$ cat config.mk
export PLATFORM = sky130hd
export DESIGN_NAME = complementary_pwm_dead_time_flat
export DESIGN_NICKNAME = d
export VERILOG_FILES = /design/src/rtl/cpd_pkg.sv /design/src/rtl/cpd_if.sv /design/src/rtl/cpd_div.sv /design/src/rtl/cpd_front.sv /design/src/rtl/cpd_queue.sv /design/src/rtl/cpd_back.sv /design/src/rtl/complementary_pwm_dead_time.sv /design/src/flat_wrapper.sv
export VERILOG_INCLUDE_DIRS = /design/src /design/src/rtl
export SDC_FILE = /design/constraint.sdc
export NUM_CORES = 1
export LEC_CHECK = 0
export ABC_AREA = 1
export BUFFER_PORTS_ARGS = -buffer_cell sky130_fd_sc_hd__buf_2
export CORE_MARGIN = 2
export CORE_UTILIZATION = 32
export DETAILED_ROUTE_END_ITERATION = 16
export GPL_ROUTABILITY_DRIVEN = 0
export PLACE_DENSITY_LB_ADDON = 0.25
export SLEW_MARGIN = 20
export SYNTH_ARGS = -nofsm -noshare
export SYNTH_HDL_FRONTEND = slang
export SYNTH_SLANG_ARGS = --single-unit
$ cat constraint.sdc
create_clock -name clk -period 9.1 [get_ports clk]
set_input_delay 1.365 -clock clk [delete_from_list [all_inputs] [get_ports clk]]
set_output_delay 1.365 -clock clk [all_outputs]
set_load 0.03 [all_outputs]
$ cat src/rtl/assert_macros.svh
// Assertion helpers shared by the RTL files.
// All checks are sampled on the rising edge of clk and held off during reset.
`ifndef ASSERT_MACROS_SVH
`define ASSERT_MACROS_SVH

// Property must hold at every edge out of reset.
`define ASSERT_ALWAYS(label, prop, msg) \
  label: assert property (@(posedge clk) disable iff (rst) (prop)) else $error(msg);

// Condition must never be seen out of reset.
`define ASSERT_NEVER(label, cond, msg) \
  label: assert property (@(posedge clk) disable iff (rst) !(cond)) else $error(msg);

`endif

$ cat src/rtl/cpd_pkg.sv
`timescale 1ns / 1ps

package cpd_pkg;

  // Counter, dead-time and frequency widths
  localparam int CNT_W = 16;
  localparam int DT_W  = 7;
  localparam int FREQ_W = 32;

  // APB address width: four 32-bit registers
  localparam int CFG_AW = 4;
  localparam int CFG_DW = 32;

  // Divider iterations: one quotient bit per cycle
  localparam int DIV_STEPS = FREQ_W;
  localparam int DIV_CW    = $clog2(DIV_STEPS + 1);

  // Largest counter value, zero-extended to the frequency width
  localparam logic [FREQ_W-1:0] CNT_MAX = FREQ_W'((64'd1 << CNT_W) - 64'd1);

  // Register indexes
  localparam logic [1:0] REG_CLOCK_HZ = 2'd0;
  localparam logic [1:0] REG_MIN_FREQ = 2'd1;
  localparam logic [1:0] REG_MAX_FREQ = 2'd2;
  localparam logic [1:0] REG_DEAD     = 2'd3;

  // Function codes of an input item
  localparam logic [1:0] FUNC_TICK  = 2'd0;
  localparam logic [1:0] FUNC_SET   = 2'd1;
  localparam logic [1:0] FUNC_START = 2'd2;
  localparam logic [1:0] FUNC_STOP  = 2'd3;

  // Commands from the front part to the back part
  typedef enum logic [2:0] {
    OP_TICK,
    OP_SET,
    OP_NOP,
    OP_START,
    OP_STOP
  } op_t;

  typedef struct packed {
    op_t              op;
    logic [CNT_W-1:0] period;
    logic [CNT_W-1:0] compare;
  } cmd_t;

  // Settings the front part needs to derive a period
  typedef struct packed {
    logic [FREQ_W-1:0] clock_hz;
    logic [FREQ_W-1:0] min_frequency;
    logic [FREQ_W-1:0] max_frequency;
  } freq_cfg_t;

endpackage

$ cat src/rtl/cpd_if.sv
`timescale 1ns / 1ps

// Request channel: one item per function code
interface cpd_req_if import cpd_pkg::*; ();
  logic              valid;
  logic              ready;
  logic [1:0]        func;
  logic [FREQ_W-1:0] frequency;

  modport source (output valid, func, frequency, input ready);
  modport sink (input valid, func, frequency, output ready);
endinterface

// Result channel: one item per request
interface cpd_rsp_if import cpd_pkg::*; ();
  logic             valid;
  logic             ready;
  logic             high_side;
  logic             low_side;
  logic [CNT_W-1:0] count;
  logic             update_event;
  logic             running;

  modport source (output valid, high_side, low_side, count, update_event, running,
                  input ready);
  modport sink (input valid, high_side, low_side, count, update_event, running,
                output ready);
endinterface

$ cat src/rtl/cpd_div.sv
`timescale 1ns / 1ps

`include "assert_macros.svh"

// Restoring divider, one quotient bit per cycle
module cpd_div import cpd_pkg::*; (
  input  logic              clk,
  input  logic              rst,
  input  logic              start,
  input  logic [FREQ_W-1:0] dividend,
  input  logic [FREQ_W-1:0] divisor,
  output logic              busy,
  output logic [FREQ_W-1:0] quotient
);

  logic [FREQ_W-1:0] rem;
  logic [FREQ_W-1:0] quo;
  logic [FREQ_W-1:0] den;
  logic [DIV_CW-1:0] steps;
  logic [FREQ_W:0]   trial;
  logic [FREQ_W:0]   diff;

  // Shift in the next dividend bit and try the subtract
  always_comb begin
    trial = {rem, quo[FREQ_W-1]};
    diff  = trial - {1'b0, den};
  end

  always_ff @(posedge clk) begin
    if (rst) begin
      busy  <= 1'b0;
      steps <= '0;
    end else if (start) begin
      busy  <= 1'b1;
      steps <= DIV_CW'(DIV_STEPS);
      rem   <= '0;
      quo   <= dividend;
      den   <= divisor;
    end else if (busy) begin
      if (trial >= {1'b0, den}) begin
        rem <= diff[FREQ_W-1:0];
        quo <= {quo[FREQ_W-2:0], 1'b1};
      end else begin
        rem <= trial[FREQ_W-1:0];
        quo <= {quo[FREQ_W-2:0], 1'b0};
      end
      steps <= steps - 1'b1;
      if (steps == DIV_CW'(1)) begin
        busy <= 1'b0;
      end
    end
  end

  assign quotient = quo;

  `ASSERT_NEVER(a_start_while_busy, start && busy, "divider restarted while busy")

endmodule

$ cat src/rtl/cpd_front.sv
`timescale 1ns / 1ps

// Accept items, pass repeated frequencies on as no-ops, derive period and compare
module cpd_front import cpd_pkg::*; (
  input  logic      clk,
  input  logic      rst,
  input  freq_cfg_t cfg,
  cpd_req_if.sink   req,
  output cmd_t      cmd,
  output logic      cmd_valid,
  input  logic      cmd_ready
);

  typedef enum logic {
    F_IDLE,
    F_DIV
  } fstate_t;

  fstate_t           state;
  logic [FREQ_W-1:0] last_frequency;
  logic [FREQ_W-1:0] f_floor;
  logic [FREQ_W-1:0] f_ceil;
  logic [FREQ_W-1:0] f_div;
  logic              cmd_free;
  logic              cmd_load;
  logic              accept;
  logic              new_freq;
  logic              div_start;
  logic              div_busy;
  logic [FREQ_W-1:0] quotient;
  logic [FREQ_W-1:0] q_m1;
  logic [CNT_W-1:0]  period;
  logic [CNT_W:0]    period_p1;

  assign cmd_free  = !cmd_valid || cmd_ready;
  assign req.ready = (state == F_IDLE) && cmd_free;
  assign accept    = req.valid && req.ready;
  assign new_freq  = (req.func == FUNC_SET) && (req.frequency != last_frequency);
  assign div_start = accept && new_freq;

  // Load the command register for a pass-through item or a finished division
  assign cmd_load  = (state == F_IDLE) ? (accept && !new_freq) : (!div_busy && cmd_free);

  // Clamp floor first, then ceiling, and keep the divisor nonzero
  always_comb begin
    f_floor = (req.frequency < cfg.min_frequency) ? cfg.min_frequency : req.frequency;
    f_ceil  = (f_floor > cfg.max_frequency) ? cfg.max_frequency : f_floor;
    f_div   = (f_ceil == '0) ? FREQ_W'(1) : f_ceil;
  end

  cpd_div u_div (
    .clk      (clk),
    .rst      (rst),
    .start    (div_start),
    .dividend (cfg.clock_hz),
    .divisor  (f_div),
    .busy     (div_busy),
    .quotient (quotient)
  );

  // Period = quotient - 1, saturated; compare = (period + 1) / 2
  always_comb begin
    q_m1 = quotient - FREQ_W'(1);
    if (quotient == '0) begin
      period = '0;
    end else if (q_m1 > CNT_MAX) begin
      period = '1;
    end else begin
      period = q_m1[CNT_W-1:0];
    end
    period_p1 = {1'b0, period} + (CNT_W+1)'(1);
  end

  always_ff @(posedge clk) begin
    if (rst) begin
      state          <= F_IDLE;
      cmd_valid      <= 1'b0;
      last_frequency <= '0;
    end else begin
      cmd_valid <= cmd_load || (cmd_valid && !cmd_ready);
      unique case (state)
        F_IDLE: begin
          if (accept) begin
            if (new_freq) begin
              // Hold the item until the divider is done
              last_frequency <= req.frequency;
              state          <= F_DIV;
            end else begin
              cmd.period  <= '0;
              cmd.compare <= '0;
              unique case (req.func)
                FUNC_TICK:  cmd.op <= OP_TICK;
                FUNC_START: cmd.op <= OP_START;
                FUNC_STOP:  cmd.op <= OP_STOP;
                default:    cmd.op <= OP_NOP;
              endcase
            end
          end
        end
        F_DIV: begin
          if (!div_busy && cmd_free) begin
            cmd.op      <= OP_SET;
            cmd.period  <= period;
            cmd.compare <= period_p1[CNT_W:1];
            state       <= F_IDLE;
          end
        end
        default: state <= F_IDLE;
      endcase
    end
  end

endmodule

$ cat src/rtl/cpd_queue.sv
`timescale 1ns / 1ps

`include "assert_macros.svh"

// Two-entry command queue between front and back
module cpd_queue import cpd_pkg::*; (
  input  logic clk,
  input  logic rst,
  input  cmd_t push_cmd,
  input  logic push_valid,
  output logic push_ready,
  output cmd_t pop_cmd,
  output logic pop_valid,
  input  logic pop_ready
);

  cmd_t       slots [2];
  logic       wr_ptr;
  logic       rd_ptr;
  logic [1:0] fill;
  logic       push;
  logic       pop;

  assign push_ready = (fill != 2'd2);
  assign pop_valid  = (fill != 2'd0);
  assign push       = push_valid && push_ready;
  assign pop        = pop_valid && pop_ready;
  assign pop_cmd    = slots[rd_ptr];

  // Store at the tail
  always_ff @(posedge clk) begin
    if (push) begin
      slots[wr_ptr] <= push_cmd;
    end
  end

  // Advance pointers and fill level
  always_ff @(posedge clk) begin
    if (rst) begin
      wr_ptr <= 1'b0;
      rd_ptr <= 1'b0;
      fill   <= 2'd0;
    end else begin
      if (push) begin
        wr_ptr <= !wr_ptr;
      end
      if (pop) begin
        rd_ptr <= !rd_ptr;
      end
      fill <= fill + {1'b0, push} - {1'b0, pop};
    end
  end

  `ASSERT_NEVER(a_fill_range, fill == 2'd3, "queue fill level out of range")
  `ASSERT_ALWAYS(a_ptr_match, (fill == 2'd1) == (wr_ptr != rd_ptr), "queue pointers disagree")

endmodule

$ cat src/rtl/cpd_back.sv
`timescale 1ns / 1ps

`include "assert_macros.svh"

// Run the counter, shadow registers and dead-time logic
module cpd_back import cpd_pkg::*; (
  input  logic            clk,
  input  logic            rst,
  input  logic [DT_W-1:0] dead_time,
  input  cmd_t            cmd,
  input  logic            cmd_valid,
  output logic            cmd_ready,
  cpd_rsp_if.source       rsp
);

  logic [CNT_W-1:0] counter,         counter_next;
  logic [CNT_W-1:0] active_period,   active_period_next;
  logic [CNT_W-1:0] active_compare,  active_compare_next;
  logic [CNT_W-1:0] pending_period,  pending_period_next;
  logic [CNT_W-1:0] pending_compare, pending_compare_next;
  logic             pending_valid,   pending_valid_next;
  logic             enabled,         enabled_next;
  logic             reference_level, reference_level_next;
  logic [DT_W-1:0]  dead_count,      dead_count_next;
  logic             update_next;
  logic             level;
  logic             exec;

  assign cmd_ready = !rsp.valid || rsp.ready;
  assign exec      = cmd_valid && cmd_ready;

  // Next state for one command
  always_comb begin
    counter_next         = counter;
    active_period_next   = active_period;
    active_compare_next  = active_compare;
    pending_period_next  = pending_period;
    pending_compare_next = pending_compare;
    pending_valid_next   = pending_valid;
    enabled_next         = enabled;
    reference_level_next = reference_level;
    dead_count_next      = dead_count;
    update_next          = 1'b0;
    level                = 1'b0;
    unique case (cmd.op)
      OP_SET: begin
        if (enabled) begin
          pending_period_next  = cmd.period;
          pending_compare_next = cmd.compare;
          pending_valid_next   = 1'b1;
        end else begin
          active_period_next  = cmd.period;
          active_compare_next = cmd.compare;
          pending_valid_next  = 1'b0;
          counter_next        = '0;
        end
      end
      OP_START: begin
        if (!enabled) begin
          enabled_next         = 1'b1;
          reference_level_next = counter < active_compare;
          dead_count_next      = dead_time;
        end
      end
      OP_STOP: begin
        enabled_next = 1'b0;
      end
      OP_TICK: begin
        if (enabled) begin
          if (counter >= active_period) begin
            // Wrap, and reload from the shadow registers when a setting is pending
            counter_next = '0;
            if (pending_valid) begin
              active_period_next  = pending_period;
              active_compare_next = pending_compare;
              pending_valid_next  = 1'b0;
            end
            update_next = 1'b1;
          end else begin
            counter_next = counter + CNT_W'(1);
          end
          level = counter_next < active_compare_next;
          if (level != reference_level) begin
            reference_level_next = level;
            dead_count_next      = dead_time;
          end else if (dead_count != '0) begin
            dead_count_next = dead_count - DT_W'(1);
          end
        end
      end
      default: begin
      end
    endcase
  end

  // Hold state and the result register
  always_ff @(posedge clk) begin
    if (rst) begin
      counter         <= '0;
      active_period   <= '0;
      active_compare  <= '0;
      pending_period  <= '0;
      pending_compare <= '0;
      pending_valid   <= 1'b0;
      enabled         <= 1'b0;
      reference_level <= 1'b0;
      dead_count      <= '0;
      rsp.valid       <= 1'b0;
    end else if (exec) begin
      counter          <= counter_next;
      active_period    <= active_period_next;
      active_compare   <= active_compare_next;
      pending_period   <= pending_period_next;
      pending_compare  <= pending_compare_next;
      pending_valid    <= pending_valid_next;
      enabled          <= enabled_next;
      reference_level  <= reference_level_next;
      dead_count       <= dead_count_next;
      rsp.valid        <= 1'b1;
      rsp.high_side    <= enabled_next && reference_level_next && (dead_count_next == '0);
      rsp.low_side     <= enabled_next && !reference_level_next && (dead_count_next == '0);
      rsp.count        <= counter_next;
      rsp.update_event <= update_next;
      rsp.running      <= enabled_next;
    end else if (rsp.ready) begin
      rsp.valid <= 1'b0;
    end
  end

  `ASSERT_NEVER(a_no_shoot_through, rsp.valid && rsp.high_side && rsp.low_side,
                "both sides driven at once")
  `ASSERT_ALWAYS(a_update_wraps, !(rsp.valid && rsp.update_event) || rsp.count == '0,
                 "update event without counter wrap")
  `ASSERT_ALWAYS(a_drive_needs_run, !rsp.valid || rsp.running || !(rsp.high_side || rsp.low_side),
                 "output driven while stopped")

endmodule

$ cat src/rtl/complementary_pwm_dead_time.sv
`timescale 1ns / 1ps

// Half-bridge 50% PWM with dead-time insertion. Each request item (tick, set
// frequency, start, stop) yields one result item with both drive levels, the
// counter value, a wrap/update flag and the run state. Ticks, starts, stops and
// repeated frequencies pass at one item per cycle while the result channel
// does not stall; each goes through the front command register, the queue and
// the result register. A new frequency occupies the front part while the
// 32-step bit-serial divider computes clock_hz / clamped frequency; items
// already queued keep executing meanwhile. Registers sit on the APB port at
// 0x0 clock_hz, 0x4 min_frequency, 0x8 max_frequency, 0xC dead_time. The user
// must write them only while no item is in flight; the block does not check it.
module complementary_pwm_dead_time import cpd_pkg::*; (
  input  logic              clk,
  input  logic              rst,
  input  logic              psel,
  input  logic              penable,
  input  logic              pwrite,
  input  logic [CFG_AW-1:0] paddr,
  input  logic [CFG_DW-1:0] pwdata,
  output logic [CFG_DW-1:0] prdata,
  output logic              pready,
  cpd_req_if.sink           req,
  cpd_rsp_if.source         rsp
);

  freq_cfg_t       cfg;
  logic [DT_W-1:0] dead_time;
  logic [1:0]      reg_idx;
  cmd_t            f_cmd;
  logic            f_valid;
  logic            f_ready;
  cmd_t            q_cmd;
  logic            q_valid;
  logic            q_ready;

  assign pready  = 1'b1;
  assign reg_idx = paddr[CFG_AW-1:2];

  // Register writes
  always_ff @(posedge clk) begin
    if (rst) begin
      cfg.clock_hz      <= 32'd64000000;
      cfg.min_frequency <= 32'd1000;
      cfg.max_frequency <= 32'd100000;
      dead_time         <= DT_W'(16);
    end else if (psel && penable && pwrite) begin
      unique case (reg_idx)
        REG_CLOCK_HZ: cfg.clock_hz      <= pwdata;
        REG_MIN_FREQ: cfg.min_frequency <= pwdata;
        REG_MAX_FREQ: cfg.max_frequency <= pwdata;
        REG_DEAD:     dead_time         <= pwdata[DT_W-1:0];
        default: begin
        end
      endcase
    end
  end

  // Register reads
  always_comb begin
    unique case (reg_idx)
      REG_CLOCK_HZ: prdata = cfg.clock_hz;
      REG_MIN_FREQ: prdata = cfg.min_frequency;
      REG_MAX_FREQ: prdata = cfg.max_frequency;
      REG_DEAD:     prdata = {{(CFG_DW-DT_W){1'b0}}, dead_time};
      default:      prdata = '0;
    endcase
  end

  cpd_front u_front (
    .clk       (clk),
    .rst       (rst),
    .cfg       (cfg),
    .req       (req),
    .cmd       (f_cmd),
    .cmd_valid (f_valid),
    .cmd_ready (f_ready)
  );

  cpd_queue u_queue (
    .clk        (clk),
    .rst        (rst),
    .push_cmd   (f_cmd),
    .push_valid (f_valid),
    .push_ready (f_ready),
    .pop_cmd    (q_cmd),
    .pop_valid  (q_valid),
    .pop_ready  (q_ready)
  );

  cpd_back u_back (
    .clk       (clk),
    .rst       (rst),
    .dead_time (dead_time),
    .cmd       (q_cmd),
    .cmd_valid (q_valid),
    .cmd_ready (q_ready),
    .rsp       (rsp)
  );

endmodule
$ cat src/flat_wrapper.sv
// flat-port wrapper written by rule: the top's interface ports become plain ports
module complementary_pwm_dead_time_flat import cpd_pkg::*;
  (clk, rst, psel, penable, pwrite, paddr, pwdata, prdata, pready, req_valid, req_func, req_frequency, req_ready, rsp_valid, rsp_high_side, rsp_low_side, rsp_count, rsp_update_event, rsp_running, rsp_ready);
  cpd_req_if req_i ();
  cpd_rsp_if rsp_i ();
  input  logic clk;
  input  logic rst;
  input  logic psel;
  input  logic penable;
  input  logic pwrite;
  input  logic [CFG_AW-1:0] paddr;
  input  logic [CFG_DW-1:0] pwdata;
  output logic [CFG_DW-1:0] prdata;
  output logic pready;
  input wire logic [$bits(req_i.valid)-1:0] req_valid;
  input wire logic [$bits(req_i.func)-1:0] req_func;
  input wire logic [$bits(req_i.frequency)-1:0] req_frequency;
  output wire logic [$bits(req_i.ready)-1:0] req_ready;
  output wire logic [$bits(rsp_i.valid)-1:0] rsp_valid;
  output wire logic [$bits(rsp_i.high_side)-1:0] rsp_high_side;
  output wire logic [$bits(rsp_i.low_side)-1:0] rsp_low_side;
  output wire logic [$bits(rsp_i.count)-1:0] rsp_count;
  output wire logic [$bits(rsp_i.update_event)-1:0] rsp_update_event;
  output wire logic [$bits(rsp_i.running)-1:0] rsp_running;
  input wire logic [$bits(rsp_i.ready)-1:0] rsp_ready;
  assign req_i.valid = req_valid;
  assign req_i.func = req_func;
  assign req_i.frequency = req_frequency;
  assign req_ready = req_i.ready;
  assign rsp_valid = rsp_i.valid;
  assign rsp_high_side = rsp_i.high_side;
  assign rsp_low_side = rsp_i.low_side;
  assign rsp_count = rsp_i.count;
  assign rsp_update_event = rsp_i.update_event;
  assign rsp_running = rsp_i.running;
  assign rsp_i.ready = rsp_ready;
  complementary_pwm_dead_time u_core (.clk(clk), .rst(rst), .psel(psel), .penable(penable), .pwrite(pwrite), .paddr(paddr), .pwdata(pwdata), .prdata(prdata), .pready(pready), .req(req_i), .rsp(rsp_i));
endmodule
# Yosys cells after proc, flatten, opt, wreduce, memory -nomap -nowiden

Memory sizes are Yosys's and may differ from the RTL's. A register that Yosys moved wholly into a read port is not among the register bits.
Index checks and enable logic that the tools add are counted.
Widths: inputs -> output; s select.

Memories kept: 1
Register bits after elaboration: 390
Bits in writable memories: 70
Logic and storage cells: 188

Memories:

| name                 | depth | bits a word | rd ports | clocked after memory_dff | wr ports | RTL line        | text |
|---|---|---|---|---|---|---|---|
| u_core.u_queue.slots | 2     | 35          | 1        | 1                        | 1        | cpd_queue.sv:17 | `cmd_t slots [2];` |

Bitwise gates (word level): 2
Reduce and logical (&&, ||, !) cells: 52
Multiplexer cells: 64
Magnitude comparators: 7
Eq/ne operators: 20
$add $sub $neg: 8

Operators with widths:

| operator              | number |
|---|---|
| $mux 16               | 17 |
| $mux 32               | 6 |
| $pmux 32 s4           | 1 |
| $mux 35               | 3 |
| $pmux 16 s2           | 3 |
| $pmux 35 s2           | 1 |
| $logic_not 32->1      | 2 |
| $ge 33x32->1          | 1 |
| $gt 32x16->1 const B  | 1 |
| $gt 32x32->1          | 1 |
| $lt 16x16->1          | 2 |
| $lt 32x32->1          | 1 |
| $ne 32x32->1          | 1 |
| $sub 32x1->32 const B | 1 |
| $sub 32x32->32        | 1 |
| $mux 7                | 4 |
| $mux 1                | 21 |
| $add 16x1->17 const B | 1 |
| $add 16x1->16 const B | 1 |
| $ge 16x16->1          | 1 |
| $reduce_and 2->1      | 8 |
| $logic_and 1x1->1     | 15 |
| $ne 2x2->1 const B    | 7 |
| $pmux 7 s2            | 1 |
| 27 further kinds      | 52 |

# Depth between registers and ports, before layout

Depth after elaboration: 12
Mapped depth: 35

# Cells and area by module

A second synthesis with hierarchy kept.

Cell total of the unflattened synthesis: 3995
Area total of the unflattened synthesis: 28949.0 um^2

By module, submodules not included:

| module                      | cells an instance | area each (um^2) | seq. area each (um^2) | times used |
|---|---|---|---|---|
| cpd_front                   | 1211              | 7547.2           | 1731.7                | 1 |
| cpd_div                     | 979               | 7144.4           | 3022.9                | 1 |
| cpd_back                    | 926               | 6612.6           | 2422.3                | 1 |
| complementary_pwm_dead_time | 734               | 4722.0           | 2062.0                | 1 |
| cpd_queue                   | 145               | 2922.8           | 2202.1                | 1 |

# Worst setup path before layout

OpenSTA, ideal clock, no wires.

Path kind: input to register
Start point: in req_frequency[3]
End point: reg u_core.u_front.u_div.den[0], data pin
Stages on the path: 31
Data arrival time: 4.752 ns
Buffers on the path: 2
Data required time: 8.968 ns
Slack: 4.216 ns
Setup time: 0.132 ns
Cells stage by stage: ha_1 > nand2_1 > o21ai_0 > nand4_1 > o211ai_1 > nand3_1 > nand2_1 > nand4_1 > nand2_1 > clkbuf_1 > nand2_1 > o21ai_0 > ha_1 > a21oi_1 > nor2_1 > a211oi_1 > o221ai_1 > nand2_1 > o211ai_1 > nand2_1 > nand2_1 > nand2_1 > inv_1 > clkbuf_1 > o21ai_0 > nand2_1 > nor3_1 > nand2_1 > nor2_1 > nand2_1 > nand2_1

Cells in the longest elaborated chain, start to end: 5

RTL lines:

| element                | RTL line           | text |
|---|---|---|
| start: declaration     | flat_wrapper.sv:17 | `input wire logic [$bits(req_i.frequency)-1:0] req_frequency;` |
| $lt 32x32->1           | cpd_front.sv:46    | `f_floor = (req.frequency < cfg.min_frequency) ? cfg.min_frequency : req.frequency;` |
| $mux 32 *              | cpd_front.sv:46    |  |
| $gt 32x32->1           | cpd_front.sv:47    | `f_ceil = (f_floor > cfg.max_frequency) ? cfg.max_frequency : f_floor;` |
| $mux 32 *              | cpd_front.sv:47    |  |
| $logic_not 32->1       | cpd_front.sv:48    | `f_div = (f_ceil == '0) ? FREQ_W'(1) : f_ceil;` |
| end signal: assignment | cpd_div.sv:38      | `den <= divisor;` |
| end: declaration       | cpd_div.sv:18      | `logic [FREQ_W-1:0] den;` |

Mark *: on every way between the ends. The rest lies on a longest branch, timed or not.
A chain may end at the register's enable or synchronous reset.

# Final worst setup path

Ends and elaborated chain as after synthesis.

==> metrics.yaml <==
run_status:
  status: "complete, no violations"
synthesis:
  syn-cell-area_um2: 25700
  synth_top_family_by_area: "compound AO/OA/AOI/OAI gates"
  synthCells: 3144
  syn-num-nets: 3376
  seq_area_frac_synth_pct: 44.5
  synthAdderAreaFrac_pct: 7.58
  synth.yosys.warnings: 0
  yosysTopAreaCell: "edfxtp_1"
  synth_flop_cell: "dfxtp_1"
  ys_async_sr_fraction_pct: 0
  synth_compound_area_share_pct: 17.8
  netlist_top_cells_area: "edfxtp_1 (26%), dfxtp_1 (19%), nand2_1 (7.9%)"
  synth-simple-area-share_pct: 16.9
  synth.top_cell.area_share_pct: 25.8
  synth-seq-cells: 461
  ys_top_cells_by_count: "nand2_1 (540), inv_1 (445), o21ai_0 (353)"
  synth-xor-area-share_pct: 3.03
  synth_cell_types: 67
  yosysMostFrequentCell: "nand2_1"
  avgSynthCellArea_um2: 8.17
  synth-edff-count: 221
  synth.area.mux_share_pct: 1.48
die:
  io_pins: 132
  die_y_um: 287
  start_util_pct: 32.4
  core_area_um2: 79300
  chipWidth_um: 287
  die_area_um2: 82600
  rows: 103
worst_setup_path:
  slowest_stage: "clkinv_1"
  critPathArrivalTime_ns: 7.35
  critPathRequiredTime_ns: 9.58
  crit_top_cell: "nand2_1"
  crit_type: "primary input to flop"
  endpoint_kind: "flop"
  cp-startpoint: "req_frequency[3]"
  critical_path_peak_fanout: 52
  r2r_start: "u_core.cfg[35]$_SDFFE_PP1P_"
  critPathMaxStageDelay_ns: 0.79
  critPathLaunchType: "primary input"
global_route:
  grt.total_usage_pct: 17.7
  overflow: 0
  grt_pass1_wl_mm: 115
  grt_start_max_net_pins: 88
  antenna_found_initial: 10
  grt_pass1_vias: 19900
timing:
  max_slew.worst_pin.slew_ns: 1.06
  post-route-min-period_ns: 6.87
  final_hold_viol_count: 0
  rsz0062_at_grt: "false"
  max_freq_ghz: 0.146
  maxSlewViolCount: 0
  min_period_over_period_pct: 75.5
  setup_tns_ns: 0
  setup_viol: 0
  slew_headroom_pct: 29.3
  skew_ns: 0.0379
clock_tree:
  clk_pin_slew_ns: 0.06
  clk-insertion-delay-late_ns: 0.63
  post-cts-setup-buffers: 0
  cts_root_buffer: "clkbuf_16"
  cts_resized: 0
  cts_tree: "done"
  h-tree-depth: 2
  cts_buffers: 53
  cts_num_sinks: 461
  cts_buffer_depth: 3
  hold_buffers: 0
job:
  cap_violations: 0
cells_and_area:
  fill_cells: 8283
  nets: 3452
  drive_gt1_share_pct: 10.6
  area_delta_synth_final_pct: 13.5
place:
  dp_hpwl_mm: 54.9
  io_buffers: 128
power_and_ir_drop:
  ir_drop_uv: 172
  total_power_uw: 7130
  p_per_area_nw_per_um2: 244
  p_leak_uw: 0.0119
hold_path:
  hp-class: "flop to flop"
  hp-start: "u_core.u_front.cmd[20]$_SDFFCE_PN0P_"
detailed_routing:
  ant_nets: 0
  avgViaCountPerCell: 4.93
  drc: 0
  first_pass_iters: 5
  num_vias: 21300
  wire_per_inst_um: 17.1
  totalWireLength_mm: 73.8
  drt_iter0_markers: 1597
## report_power, final
group          internal [uW]  total (uW)  switching [uW]
clock network           1260        2200             934
registers               2420        2580             163
logic                    778        2350            1580
## worst max-delay path: cells and delay by family
kind | cells | cell delay [ns]
buffers and inverters | 2 | 0.93
AOI/OAI and AO/OA | 8 | 2.00
and+or+nand+nor | 17 | 2.39
adders and majority gates | 2 | 0.65
## cell families (layout without fill, tap and decap cells)
group | Yosys count | count (layout)
xor gates and xnor gates | 88 | 88
AOI/OAI and AO/OA | 820 | 820
muxes | 34 | 34
and+or+nand+nor | 1000 | 1000
DFF | 461 | 461
adders and majority gates | 155 | 155
other | 1 | 6
buffers and inverters | 585 | 705
## final timing paths
check | to | slack, ns | cells after the start
worst min register to register | u_core.u_queue.slots[0][20]$_DFFE_PP_ | 0.44 | 0
worst max-delay path | u_core.u_front.u_div.den[0]$_SDFFCE_PN1P_ | 2.23 | 29
worst max register to register | u_core.u_front.u_div.den[0]$_SDFFCE_PN1P_ | 2.71 | 29
worst min-delay path | u_core.u_queue.slots[0][20]$_DFFE_PP_ | 0.44 | 0
## through the flow
stage               std cells  hold slack [ns]  instance area [um^2]  util [%]  worst slack, ns
floorplan                3144            0.421                 25700         -             4.22
global placement         4214            0.425                 27300      34.5             2.12
detailed placement       4214            0.429                 27300      34.5             2.10
global route             4314            0.459                 29200      36.8             1.67
finish                   4319            0.442                 29200      36.8             2.23
CTS                      4313            0.443                 29100      36.8             2.72
## sequential cells by signal (all words and copies together), names as in the netlist, 32 cells and up, named ones only
signal / cells
u_core.u_queue.slots: 70
u_core.u_front.u_div.rem: 32
u_core.u_front.u_div.den: 32
u_core.u_front.cmd: 35
u_core.u_front.u_div.quotient: 32
u_core.u_front.last_frequency: 32
u_core.cfg: 96
## layer usage
metal / track usage [%] / vias to the layer above / part of all wire [%]
li1: - / 10800 / -
met1: 25.3 / 9864 / 48
met2: 28.0 / 474 / 44
met3: 2.26 / 99 / 5.2
met4: 4.75 / 6 / 2.3
met5: 0 / - / 0.056
## layout make-up
class | count | area (um^2) | share of cell area [%]
Multi-Input combinational cell | 2098 | 12100 | 41.3
Sequential cell | 461 | 11400 | 39.2
Inverter | 452 | 1700 | 5.82
Clock buffer | 66 | 1420 | 4.85
Tap cell | 1050 | 1310 | 4.50
Timing Repair Buffer | 154 | 848 | 2.91
Clock inverter | 33 | 385 | 1.32
Antenna cell | 5 | 12.5 | 0.0429
## cells in the final DEF, fill, tap and decap left out, types with 5 or more instances in the layout
cell         n
nand2_1    537
inv_1      441
o21ai_0    353
a21oi_1    285
dfxtp_1    240
edfxtp_1   221
nor2_1     192
ha_1       154
buf_2      128
nand3_1    113
clkbuf_16   53
xnor2_1     49
a211oi_1    42
nor3_1      38
xor2_1      38
o211ai_1    33
mux2_2      32
nand4_1     29
o221ai_1    28
buf_4       25
a31oi_1     22
nor4_1      16
nor2_2      16
nand2_2     12
o22ai_1     10
nor2_4       9
o21ai_1      9
nand3b_1     9
clkinv_2     9
clkbuf_1     9
inv_2        8
clkinv_1     8
o31ai_1      8
o2111ai_1    7
or2_2        6
diode_2      5
nor3_2       5
nand3_2      5
bufinv_16    5
Power figures use the tool's default switching activity.
